--- config.mk ---
export PLATFORM = sky130hd
export DESIGN_NAME = circle_pixel_generator
export DESIGN_NICKNAME = d
export VERILOG_FILES = /design/src/rtl/cpg_pkg.sv /design/src/rtl/circle_pixel_generator.sv /design/src/rtl/cpg_queue.sv /design/src/rtl/cpg_front.sv /design/src/rtl/cpg_back.sv
export SDC_FILE = /design/constraint.sdc
export NUM_CORES = 1
export LEC_CHECK = 0
export BUFFER_PORTS_ARGS = -buffer_cell sky130_fd_sc_hd__buf_2
export CORE_ASPECT_RATIO = 0.5
export CORE_MARGIN = 1.5
export CORE_UTILIZATION = 40
export CTS_CLUSTER_SIZE = 28
export DETAILED_ROUTE_END_ITERATION = 8
export HOLD_SLACK_MARGIN = 0.05
export SYNTH_ARGS = -nofsm -noshare
export SYNTH_HDL_FRONTEND = slang
export SYNTH_SLANG_ARGS = --single-unit
--- constraint.sdc ---
create_clock -name clock -period 9.1 [get_ports clock]
set_clock_uncertainty 0.2 [all_clocks]
set_input_delay 1.82 -clock clock [delete_from_list [all_inputs] [get_ports clock]]
set_output_delay 1.82 -clock clock [all_outputs]
set_load 0.005 [all_outputs]
--- src/rtl/cpg_pkg.sv ---
// Shared types and constants for the circle pixel generator.
// Used by every module of the block; depends on nothing else.
package cpg_pkg;

   localparam int IN_COORD_BITS = 8;
   localparam int COLOR_BITS    = 16;
   localparam int PIX_BITS      = 10;
   localparam int QUEUE_DEPTH   = 2;

   localparam int REQ_DATA_BITS = 40;
   localparam int RSP_DATA_BITS = 40;
   localparam int RSP_USED_BITS = 2 * PIX_BITS + COLOR_BITS;

   localparam int REQ_CX_LO    = 0;
   localparam int REQ_CY_LO    = REQ_CX_LO + IN_COORD_BITS;
   localparam int REQ_RAD_LO   = REQ_CY_LO + IN_COORD_BITS;
   localparam int REQ_COLOR_LO = REQ_RAD_LO + IN_COORD_BITS;

   localparam int RSP_PX_LO    = 0;
   localparam int RSP_PY_LO    = RSP_PX_LO + PIX_BITS;
   localparam int RSP_COLOR_LO = RSP_PY_LO + PIX_BITS;

   typedef enum logic [0:0] {
      OP_START   = 1'b0,
      OP_ADVANCE = 1'b1
   } opcode_type;

   typedef struct packed {
      logic not_full;
      logic not_empty;
   } q_status_type;

endpackage

--- src/rtl/circle_pixel_generator.sv ---
// Top level of the stepped midpoint circle generator: front, queue and back parts.
// Depends on cpg_pkg, cpg_front, cpg_queue and cpg_back.
//
//   channel  direction  ports            content
//   req      in         tdata, tuser     start or advance item, one beat each
//   rsp      out        tdata, tuser,    one pixel per beat, eight per emitting item
//                       tlast
//
// Each start or active advance item yields eight beats, one per cycle while rsp_tready is high, from
// the back part's octant counter.
// The front takes one item per cycle while the two-entry queue has room; an advance while
// idle yields no beat.
// Reset has no clearing pass.
// A stalled rsp_tready holds the output register, the queue fills, and then req_tready drops.
module circle_pixel_generator #(
   parameter int COORD_BITS = 8
) (
   input  logic                              clock,
   input  logic                              reset,
   input  logic                              req_tvalid,
   output logic                              req_tready,
   // center_x [7:0], center_y [15:8], radius [23:16], pixel_color [39:24]
   input  logic [cpg_pkg::REQ_DATA_BITS-1:0] req_tdata,
   // opcode [0]
   input  logic [0:0]                        req_tuser,
   output logic                              rsp_tvalid,
   input  logic                              rsp_tready,
   // pixel_x [9:0], pixel_y [19:10], out_color [35:20], zero fill [39:36]
   output logic [cpg_pkg::RSP_DATA_BITS-1:0] rsp_tdata,
   // done_res [0]
   output logic [0:0]                        rsp_tuser,
   output logic                              rsp_tlast
);
   import cpg_pkg::*;

   localparam int ENTRY_BITS = 4 * COORD_BITS + COLOR_BITS + 1;

   logic                  accept;
   logic                  push, pop;
   logic [ENTRY_BITS-1:0] push_data, head_data;
   q_status_type          q_status;
   opcode_type            opcode;
   logic [PIX_BITS-1:0]   pixel_x, pixel_y;
   logic [COLOR_BITS-1:0] out_color;
   logic                  last, done_res;

   assign req_tready = q_status.not_full;
   assign accept     = req_tvalid && req_tready;
   assign opcode     = opcode_type'(req_tuser);

   cpg_front #(
      .COORD_BITS(COORD_BITS)
   ) u_front (
      .clock      (clock),
      .reset      (reset),
      .accept     (accept),
      .opcode     (opcode),
      .center_x   (req_tdata[REQ_CX_LO +: IN_COORD_BITS]),
      .center_y   (req_tdata[REQ_CY_LO +: IN_COORD_BITS]),
      .radius     (req_tdata[REQ_RAD_LO +: IN_COORD_BITS]),
      .pixel_color(req_tdata[REQ_COLOR_LO +: COLOR_BITS]),
      .push       (push),
      .push_data  (push_data)
   );

   cpg_queue #(
      .WIDTH(ENTRY_BITS),
      .DEPTH(QUEUE_DEPTH)
   ) u_queue (
      .clock    (clock),
      .reset    (reset),
      .push     (push),
      .push_data(push_data),
      .pop      (pop),
      .head_data(head_data),
      .status   (q_status)
   );

   cpg_back #(
      .COORD_BITS(COORD_BITS)
   ) u_back (
      .clock    (clock),
      .reset    (reset),
      .q_status (q_status),
      .head_data(head_data),
      .pop      (pop),
      .out_ready(rsp_tready),
      .out_valid(rsp_tvalid),
      .pixel_x  (pixel_x),
      .pixel_y  (pixel_y),
      .out_color(out_color),
      .last     (last),
      .done_res (done_res)
   );

   assign rsp_tdata = {{(RSP_DATA_BITS - RSP_USED_BITS){1'b0}}, out_color, pixel_y, pixel_x};
   assign rsp_tuser = done_res;
   assign rsp_tlast = last;

   a_start_queued: assert property (@(posedge clock) disable iff (reset)
      (accept && opcode == OP_START) |=> q_status.not_empty)
      else $error("start beat did not reach the queue");

   a_no_beat_from_empty: assert property (@(posedge clock) disable iff (reset)
      (!q_status.not_empty && !rsp_tvalid) |=> !rsp_tvalid)
      else $error("output beat appeared with an empty queue");

   a_group_continues: assert property (@(posedge clock) disable iff (reset)
      (rsp_tvalid && rsp_tready && !rsp_tlast) |=>
         (rsp_tvalid && rsp_tuser == $past(rsp_tuser) &&
          rsp_tdata[RSP_COLOR_LO +: COLOR_BITS] == $past(rsp_tdata[RSP_COLOR_LO +: COLOR_BITS])))
      else $error("pixel group broken before its last beat");

endmodule

--- src/rtl/cpg_queue.sv ---
// Short register queue between the front and back parts of the generator.
// Depends on cpg_pkg for the status struct.
module cpg_queue #(
   parameter int WIDTH = 49,
   parameter int DEPTH = 2
) (
   input  logic                 clock,
   input  logic                 reset,
   input  logic                 push,
   input  logic [WIDTH-1:0]     push_data,
   input  logic                 pop,
   output logic [WIDTH-1:0]     head_data,
   output cpg_pkg::q_status_type status
);
   import cpg_pkg::*;

   localparam int PTR_BITS = (DEPTH > 1) ? $clog2(DEPTH) : 1;
   localparam int CNT_BITS = $clog2(DEPTH + 1);

   logic [WIDTH-1:0]    entry_ff [DEPTH];
   logic [PTR_BITS-1:0] wr_ptr_ff, wr_ptr_in;
   logic [PTR_BITS-1:0] rd_ptr_ff, rd_ptr_in;
   logic [CNT_BITS-1:0] count_ff, count_in;

   always_comb begin
      wr_ptr_in = wr_ptr_ff;
      rd_ptr_in = rd_ptr_ff;
      count_in  = count_ff;
      if (push) begin
         wr_ptr_in = (wr_ptr_ff == PTR_BITS'(DEPTH - 1)) ? '0 : wr_ptr_ff + 1'b1;
      end
      if (pop) begin
         rd_ptr_in = (rd_ptr_ff == PTR_BITS'(DEPTH - 1)) ? '0 : rd_ptr_ff + 1'b1;
      end
      if (push && !pop) begin
         count_in = count_ff + 1'b1;
      end else if (pop && !push) begin
         count_in = count_ff - 1'b1;
      end
   end

   always_ff @(posedge clock) begin
      if (reset) begin
         wr_ptr_ff <= '0;
         rd_ptr_ff <= '0;
         count_ff  <= '0;
      end else begin
         wr_ptr_ff <= wr_ptr_in;
         rd_ptr_ff <= rd_ptr_in;
         count_ff  <= count_in;
      end
   end

   always_ff @(posedge clock) begin
      if (push) begin
         entry_ff[wr_ptr_ff] <= push_data;
      end
   end

   assign head_data        = entry_ff[rd_ptr_ff];
   assign status.not_full  = (count_ff != CNT_BITS'(DEPTH));
   assign status.not_empty = (count_ff != '0);

endmodule

--- src/rtl/cpg_front.sv ---
// Front part: accepts start and advance items and runs the midpoint update.
// Depends on cpg_pkg; pushes one point per emitting item toward the queue.
module cpg_front #(
   parameter int COORD_BITS = 8
) (
   input  logic                             clock,
   input  logic                             reset,
   input  logic                             accept,
   input  cpg_pkg::opcode_type              opcode,
   input  logic [cpg_pkg::IN_COORD_BITS-1:0] center_x,
   input  logic [cpg_pkg::IN_COORD_BITS-1:0] center_y,
   input  logic [cpg_pkg::IN_COORD_BITS-1:0] radius,
   input  logic [cpg_pkg::COLOR_BITS-1:0]    pixel_color,
   output logic                             push,
   output logic [4*COORD_BITS+cpg_pkg::COLOR_BITS:0] push_data
);
   import cpg_pkg::*;

   localparam int CB = COORD_BITS;
   localparam int DB = COORD_BITS + 4;
   localparam int XW = COORD_BITS + IN_COORD_BITS;

   logic [CB-1:0]         step_x_ff, step_x_in;
   logic [CB-1:0]         step_y_ff, step_y_in;
   logic [DB-1:0]         decision_ff, decision_in;
   logic [CB-1:0]         origin_x_ff, origin_x_in;
   logic [CB-1:0]         origin_y_ff, origin_y_in;
   logic [COLOR_BITS-1:0] held_color_ff, held_color_in;
   logic                  active_ff, active_in;

   logic [XW-1:0] cx_wide, cy_wide, rad_wide;
   logic [DB-1:0] x_twice, y_twice;
   logic          done;

   assign cx_wide  = {{CB{1'b0}}, center_x};
   assign cy_wide  = {{CB{1'b0}}, center_y};
   assign rad_wide = {{CB{1'b0}}, radius};
   assign x_twice  = DB'({step_x_ff, 1'b0});
   assign y_twice  = DB'({step_y_ff, 1'b0});

   always_comb begin
      step_x_in     = step_x_ff;
      step_y_in     = step_y_ff;
      decision_in   = decision_ff;
      origin_x_in   = origin_x_ff;
      origin_y_in   = origin_y_ff;
      held_color_in = held_color_ff;
      push          = 1'b0;
      if (accept) begin
         unique case (opcode)
            OP_START: begin
               origin_x_in   = cx_wide[CB-1:0];
               origin_y_in   = cy_wide[CB-1:0];
               step_y_in     = rad_wide[CB-1:0];
               held_color_in = pixel_color;
               step_x_in     = '0;
               decision_in   = DB'(1) - DB'(rad_wide[CB-1:0]);
               push          = 1'b1;
            end
            OP_ADVANCE: begin
               if (active_ff) begin
                  if (decision_ff[DB-1]) begin
                     decision_in = decision_ff + x_twice + DB'(3);
                  end else begin
                     decision_in = decision_ff + x_twice - y_twice + DB'(5);
                     step_y_in   = step_y_ff - 1'b1;
                  end
                  step_x_in = step_x_ff + 1'b1;
                  push      = 1'b1;
               end
            end
            default: begin
               push = 1'b0;
            end
         endcase
      end
      done      = (step_x_in >= step_y_in);
      active_in = push ? !done : active_ff;
   end

   assign push_data = {done, held_color_in, step_y_in, step_x_in, origin_y_in, origin_x_in};

   always_ff @(posedge clock) begin
      if (reset) begin
         active_ff <= 1'b0;
      end else begin
         active_ff <= active_in;
      end
   end

   always_ff @(posedge clock) begin
      step_x_ff     <= step_x_in;
      step_y_ff     <= step_y_in;
      decision_ff   <= decision_in;
      origin_x_ff   <= origin_x_in;
      origin_y_ff   <= origin_y_in;
      held_color_ff <= held_color_in;
   end

endmodule

--- src/rtl/cpg_back.sv ---
// Back part: walks the eight octant pixels of the queue head into the output register.
// Depends on cpg_pkg; pops the queue as it loads the eighth pixel.
module cpg_back #(
   parameter int COORD_BITS = 8
) (
   input  logic                             clock,
   input  logic                             reset,
   input  cpg_pkg::q_status_type            q_status,
   input  logic [4*COORD_BITS+cpg_pkg::COLOR_BITS:0] head_data,
   output logic                             pop,
   input  logic                             out_ready,
   output logic                             out_valid,
   output logic [cpg_pkg::PIX_BITS-1:0]     pixel_x,
   output logic [cpg_pkg::PIX_BITS-1:0]     pixel_y,
   output logic [cpg_pkg::COLOR_BITS-1:0]   out_color,
   output logic                             last,
   output logic                             done_res
);
   import cpg_pkg::*;

   localparam int CB = COORD_BITS;
   localparam int AW = COORD_BITS + 12;

   logic [2:0]            count_ff, count_in;
   logic                  valid_ff, valid_in;
   logic [PIX_BITS-1:0]   pixel_x_ff, pixel_y_ff;
   logic [COLOR_BITS-1:0] color_ff;
   logic                  last_ff, done_ff;

   logic [CB-1:0]         cx, cy, hx, hy, dx, dy;
   logic [COLOR_BITS-1:0] h_color;
   logic                  h_done;
   logic [AW-1:0]         px_sum, py_sum;
   logic                  load;

   assign {h_done, h_color, hy, hx, cy, cx} = head_data;

   assign load = q_status.not_empty && (!valid_ff || out_ready);
   assign pop  = load && (count_ff == 3'd7);

   always_comb begin
      dx = count_ff[2] ? hy : hx;
      dy = count_ff[2] ? hx : hy;
      if (count_ff[0]) begin
         px_sum = AW'(cx) - AW'(dx);
      end else begin
         px_sum = AW'(cx) + AW'(dx);
      end
      if (count_ff[1]) begin
         py_sum = AW'(cy) - AW'(dy);
      end else begin
         py_sum = AW'(cy) + AW'(dy);
      end
      count_in = load ? count_ff + 1'b1 : count_ff;
      if (load) begin
         valid_in = 1'b1;
      end else if (out_ready) begin
         valid_in = 1'b0;
      end else begin
         valid_in = valid_ff;
      end
   end

   always_ff @(posedge clock) begin
      if (reset) begin
         count_ff <= '0;
         valid_ff <= 1'b0;
      end else begin
         count_ff <= count_in;
         valid_ff <= valid_in;
      end
   end

   always_ff @(posedge clock) begin
      if (load) begin
         pixel_x_ff <= px_sum[PIX_BITS-1:0];
         pixel_y_ff <= py_sum[PIX_BITS-1:0];
         color_ff   <= h_color;
         last_ff    <= (count_ff == 3'd7);
         done_ff    <= h_done;
      end
   end

   assign out_valid = valid_ff;
   assign pixel_x   = pixel_x_ff;
   assign pixel_y   = pixel_y_ff;
   assign out_color = color_ff;
   assign last      = last_ff;
   assign done_res  = done_ff;

endmodule
==> flow_metrics.py, run 1 <==
metrics = {
    "status": {
        "status": "complete, no violations",
    },
    "setup_path": {
        "cpMostUsedCell": "a21oi_1",
        "cp_cell_sequence": "buf_2 > inv_1 > nand2_1 > buf_4 > o22ai_1 > a21oi_1 > ha_1 > nand2b_1 > a21o_1 > a21o_1 > a21oi_1 > nor2b_1 > o21ai_0 > a21oi_1 > a211oi_1",
        "cp_slowest_cell": "buf_2",
        "cp_data_required_time_ns": 9.31,
        "worstSetupPathType": "primary input to flop",
        "cp.arrival_ns": 5.02,
        "cpPeakStageDelay_ns": 0.45,
        "start_kind": "primary input",
        "crit_family": "compound AO/OA/AOI/OAI gates",
        "cp-end-kind": "flop",
        "rrSetupSlack_ns": 4.44,
        "path_max_fanout": 39,
        "worst-path-buf-inv": 3,
    },
    "floorplan": {
        "initial_core_util": 0.4098,
        "die_w_um": 230.9,
        "core_um2": 25340,
        "pin_count": 89,
        "die_y_um": 116.9,
        "row_count": 41,
        "dieArea_um2": 27000,
    },
    "cts": {
        "clk_latency_ns": 0.51,
        "numClockSinks": 206,
        "cts_hold_buf": 0,
        "cts.path.max_buffers": 3,
        "cts_setup_buffers": 0,
        "cts_tree": "yes",
        "h-tree-depth": 1,
        "cts-root-buf": "clkbuf_16",
        "cts_resized": 0,
        "numCtsBuffers": 21,
        "cts.clk_slew.worst_paths_ns": 0.07,
    },
    "synth": {
        "ys.flop_type": "edfxtp_1",
        "synth_cell_types": 63,
        "synthesis.instances": 922,
        "async_reset_ff_frac": 0,
        "ys_ff_latch": 206,
        "ys_seq_area_frac": 0.5398,
        "syn-mean-instance-area_um2": 11.26,
        "syn_area_um2": 10380,
        "synth_edf_count": 148,
        "synth_warnings": 0,
    },
    "global_routing": {
        "grt_first_pass_wirelength_mm": 34.31,
        "grt_pass1_vias": 6683,
        "antenna_found_initial": 0,
        "grt_max_degree": 50,
        "track_usage": 0.1611,
        "overflow": 0,
    },
    "pwr": {
        "internal_power_mw": 1.973,
        "pwr-share-clk": 0.307,
        "swShare": 0.3009,
        "p_per_area_nw_per_um2": 237.9,
        "netSwitchingPower_mw": 0.8493,
        "p_comb_frac": 0.255,
        "leakage_nw": 4.898,
        "vdd_ir_drop_max_mv": 0.1545,
        "power_frac_seq": 0.438,
    },
    "detailed_routing": {
        "antenna_left": 0,
        "num_vias": 6811,
        "vias_per_cell": 4.986,
        "avgRoutedWirePerCell_um": 15.96,
        "drt_wl_total_mm": 21.80,
        "route.detailed.drc": 0,
        "first_pass_iters": 4,
        "drtIter0Drc": 444,
    },
    "layout": {
        "layout_common_cells": "edfxtp_1 (148), nand2_1 (140), buf_2 (84)",
        "fillers": 2375,
        "synthToLayoutAreaGrowth_pct": 14.22,
        "antenna_cells": 0,
        "final_cell_area_um2": 11860,
        "final_layout_size_suffix_gt1_frac": 0.1937,
        "stdcell_count": 1366,
        "final_common_cell": "edfxtp_1",
        "final_nets": 1132,
    },
    "place": {
        "dp_cells": 1328,
        "dp_hpwl_mm": 15.29,
        "gp_congestion": 0.8419,
        "numPortBuffers": 84,
        "placed_area_um2": 11180,
    },
    "timing": {
        "timing.final.crit_share": 0.5288,
        "tightest_slew_ns": 0.7932,
        "finalMaxSlewViolations": 0,
        "rsz0062_at_grt": "no",
        "fmaxAchievable_ghz": 0.2078,
        "timing.setup.tns_ns": 0,
        "fin_crit_ns": 4.812,
        "relSlewSlack": 0.4712,
        "hold_viol_final": 0,
        "setup-violations-final": 0,
    },
    "hold_path": {
        "hold_path_class": "flop to flop",
    },
    "flow_run": {
        "cap_violations": 0,
    },
}
registers in the layout, summed over array words and instances (netlist names), 8 cells and up, named ones only:
signal	count
u_back.out_color	16
u_front.step_x_ff	8
u_front.step_y_ff	8
u_queue.entry_ff	98
u_front.decision_ff	12
u_front.origin_x_ff	8
u_front.origin_y_ff	8
u_front.held_color_ff	16
u_back.pixel_x	10
u_back.pixel_y	10
power groups by stage:
stage                     Combinational (mW)  Sequential (mW)  Clock (mW)
after global routing                   0.815             1.25       0.925
final                                  0.719             1.23       0.868
after floorplan                        0.529             1.24           0
after detailed placement               0.723             1.26           0
after global placement                 0.704             1.25           0
after CTS                              0.727             1.24       0.885
worst reg2reg max path, stage by stage, from the launching register on:
cell,delay (ns)
dfxtp_1,0.44
ha_1,0.22
inv_1,0.05
fa_1,0.39
nand2b_1,0.18
a21oi_1,0.22
mux2_2,0.38
nor2_1,0.30
inv_1,0.08
ha_1,0.28
ha_1,0.33
or2_2,0.30
a21oi_1,0.15
a31oi_1,0.10
a31oi_1,0.24
a2bb2oi_2,0.18
o32ai_1,0.09
a211o_1,0.29
worst paths after layout:
kind / cells after the start / endpoint / startpoint
max: 15 / u_front.active_ff / req_tuser
min: 2 / u_front.origin_y_ff[7] / u_front.origin_y_ff[7]
max reg2reg: 17 / u_front.decision_ff[11] / u_front.step_x_ff[0]
min reg2reg: 2 / u_front.origin_y_ff[7] / u_front.origin_y_ff[7]
per-stage QoR:
stage	hold WS [ns]	worst slack (ns)	power [mW]	util
finish	0.2677	4.288	2.822	0.4681
global route	0.2871	3.982	2.987	0.4681
CTS	0.2676	4.303	2.848	0.4681
detailed placement	0.2510	3.776	1.979	0.4410
global placement	0.2406	3.834	1.956	0.4410
floorplan	0.2295	3.916	1.772	-
synthesized netlist by cell type, types with 20 or more instances:
master,count,area (um2)
dfxtp_1,58,1161
nor2_1,48,180.2
mux2_2,42,473.0
nand2_1,140,525.5
inv_1,74,277.8
edfxtp_1,148,4444
o21ai_0,33,165.2
xnor2_1,27,236.5
a21oi_1,50,250.2
ha_1,74,925.9
mux2i_1,20,200.2
nor3_1,20,100.1
area by class of cell:
| class | count | area [um2] | area share |
|---|---|---|---|
| tap | 344 | 430.4 | 0.03629 |
| clock inverter | 15 | 152.6 | 0.01287 |
| multi-input combinational | 614 | 4395 | 0.3706 |
| timing repair buffer | 90 | 465.4 | 0.03924 |
| clock buffer | 23 | 533.0 | 0.04494 |
| inverter | 74 | 277.8 | 0.02342 |
| sequential | 206 | 5607 | 0.4727 |
logic make-up after synthesis:
group | synth area share
and+or+nand+nor | 0.1154
DFF | 0.5398
AOI/OAI and AO/OA | 0.09229
buffers and inverters | 0.04036
adders and majority gates | 0.1007
muxes | 0.06916
xor gates and xnor gates | 0.04193
other | 0.0003611
routing by layer:
metal | vias up | GRT usage | part of all wire
li1 | 3395 | - | -
met1 | 3288 | 0.2196 | 0.49
met2 | 104 | 0.2779 | 0.46
met3 | 24 | 0.02350 | 0.033
met4 | 0 | 0.03050 | 0.014
met5 | - | 0 | 0
(Power assumes the default switching activity.)
==> inputs of run 2 (changes only) <==
- clock period: 9.1 -> 4.5 ns (I/O delays scaled with it)
==> run 2 against run 1 <==
  * Power rose by 110%
  * Sequential power grew 100%
  * Via count grew 1.5%
  * Combinational power grew 100%
  * Utilization rose by 0.77 points
==> flow_metrics.py, run 2 (synthesized netlist as in run 1, its figures left out) <==
metrics = {
    "cts": {
        "clk_latency_ns": 0.49,
        "numCtsBuffers": 21,
        "cts.clk_slew.worst_paths_ns": 0.07,
        "cts_hold_buf": 0,
        "cts_resized": 0,
        "cts-root-buf": "clkbuf_16",
        "h-tree-depth": 1,
        "cts_setup_buffers": 0,
        "cts.path.max_buffers": 3,
        "cts_tree": "yes",
        "numClockSinks": 206,
    },
    "flow_run": {
        "cap_violations": 0,
    },
    "pwr": {
        "power_frac_seq": 0.423,
        "netSwitchingPower_mw": 1.670,
        "p_comb_frac": 0.250,
        "swShare": 0.2827,
        "pwr-share-clk": 0.327,
        "vdd_ir_drop_max_mv": 0.2377,
        "internal_power_mw": 4.237,
        "p_per_area_nw_per_um2": 490.0,
        "leakage_nw": 4.985,
    },
    "floorplan": {
        "initial_core_util": 0.4098,
        "row_count": 41,
        "die_w_um": 230.9,
        "dieArea_um2": 27000,
        "pin_count": 89,
        "die_y_um": 116.9,
        "core_um2": 25340,
    },
    "timing": {
        "fin_crit_ns": 4.209,
        "timing.setup.tns_ns": 0,
        "hold_viol_final": 0,
        "fin_ws_ns": 0.2915,
        "tightest_slew_ns": 0.7718,
        "timing.final.crit_share": 0.9352,
        "relSlewSlack": 0.4844,
        "fmaxAchievable_ghz": 0.2376,
        "timing.hold.ws_ns": 0.2614,
        "rsz0062_at_grt": "no",
        "finalMaxSlewViolations": 0,
        "setup-violations-final": 0,
    },
    "hold_path": {
        "whs_path_depth": 2,
        "hold_end": "u_front.held_color_ff[13]",
        "hold_path_class": "flop to flop",
        "hp-start": "u_front.held_color_ff[13]",
    },
    "global_routing": {
        "antenna_found_initial": 0,
        "grt_pass1_vias": 6979,
        "overflow": 0,
        "track_usage": 0.1656,
        "grt_max_degree": 50,
        "grt_first_pass_wirelength_mm": 35.27,
    },
    "setup_path": {
        "start_kind": "flop",
        "path_max_fanout": 5,
        "r2r_cells": 17,
        "cp.arrival_ns": 4.25,
        "worstSetupPathType": "flop to flop",
        "cp_data_required_time_ns": 4.54,
        "reg2reg_to": "u_front.decision_ff[11]",
        "cp-end-kind": "flop",
        "r2r_start": "u_front.step_x_ff[0]",
        "rrSetupSlack_ns": 0.29,
    },
    "status": {
        "status": "complete, no violations",
    },
    "place": {
        "gp_congestion": 0.8400,
        "post-place-ws_ns": 0.09663,
        "numPortBuffers": 84,
        "dp_hpwl_mm": 15.67,
    },
    "layout": {
        "largest_reg_flops": 98,
        "utilization": 0.4757,
        "layout_common_cells": "edfxtp_1 (148), nand2_1 (140), buf_2 (84)",
        "largest-register": "u_queue.entry_ff",
        "final_common_cell": "edfxtp_1",
        "final_nets": 1141,
        "final_layout_size_suffix_gt1_frac": 0.2039,
        "antenna_cells": 0,
        "synthToLayoutAreaGrowth_pct": 16.08,
    },
    "detailed_routing": {
        "first_pass_iters": 5,
        "num_vias": 6916,
        "route.detailed.drc": 0,
        "avgRoutedWirePerCell_um": 16.08,
        "antenna_left": 0,
        "drtIter0Drc": 381,
        "drt_wl_total_mm": 22.10,
        "vias_per_cell": 5.033,
    },
}
[run 2: cell type report]
cell class	count	area (um2)
repair buffers	99	545.5
multi-input cells	614	4414
well taps	344	430.4
clock inverters	11	191.4
inverters	74	277.8
flip-flops and latches	206	5610
fillers	2301	13290
clock buffers	26	585.6
[run 2: power groups by stage]
stage          Sequential (mW)  Combinational [mW]  Clock, mW
6_report                  2.50                1.47       1.93
5_1_grt                   2.53                1.67       2.06
4_1_cts                   2.50                1.47       1.98
3_5_place_dp              2.54                1.46          0
3_3_place_gp              2.53                1.42          0
2_1_floorplan             2.51                1.07          0
[run 2: worst max-delay path by stage]
stage | start | cells past startpoint | slack, ns | to
finish | u_front.step_x_ff[0] | 17 | 0.29 | u_front.decision_ff[11]
global route | u_front.decision_ff[1] | 17 | 0.01 | u_front.decision_ff[11]
CTS | u_front.step_x_ff[0] | 17 | 0.07 | u_front.decision_ff[11]
detailed placement | u_front.step_x_ff[0] | 17 | 0.1 | u_front.decision_ff[11]
global placement | u_front.step_x_ff[0] | 17 | 0.16 | u_front.decision_ff[11]
floorplan | req_tuser | 4 | 0.24 | u_queue.entry_ff[1][0]
[run 2: stage by stage]
step	cells	instance area (um2)	total power [mW]
final	1374	12060	5.907
after global placement	1337	11260	3.948
after floorplan	925	10400	3.584
after global routing	1374	12060	6.265
after detailed placement	1337	11260	4.003
after CTS	1374	12030	5.949
[run 2: metal layers]
metal | track usage | up-vias | share of wire
met5 | 0 | - | 0
met4 | 0.04444 | 0 | 0.020
met3 | 0.02592 | 29 | 0.035
met2 | 0.2899 | 121 | 0.48
met1 | 0.2167 | 3343 | 0.47
li1 | - | 3423 | -
[run 2: worst max-delay path: stages, from the launching register on]
cell and delay (ns):
dfxtp_4 0.37, ha_1 0.17, inv_1 0.06, fa_1 0.39, nand2b_1 0.19, a21oi_2 0.21
mux2_2 0.37, nor2_2 0.12, inv_1 0.06, ha_1 0.31, ha_4 0.26, or2_2 0.29
a21oi_1 0.14, a31oi_1 0.10, a31oi_1 0.21, a2bb2oi_2 0.16, o32ai_1 0.08, a211o_1 0.27
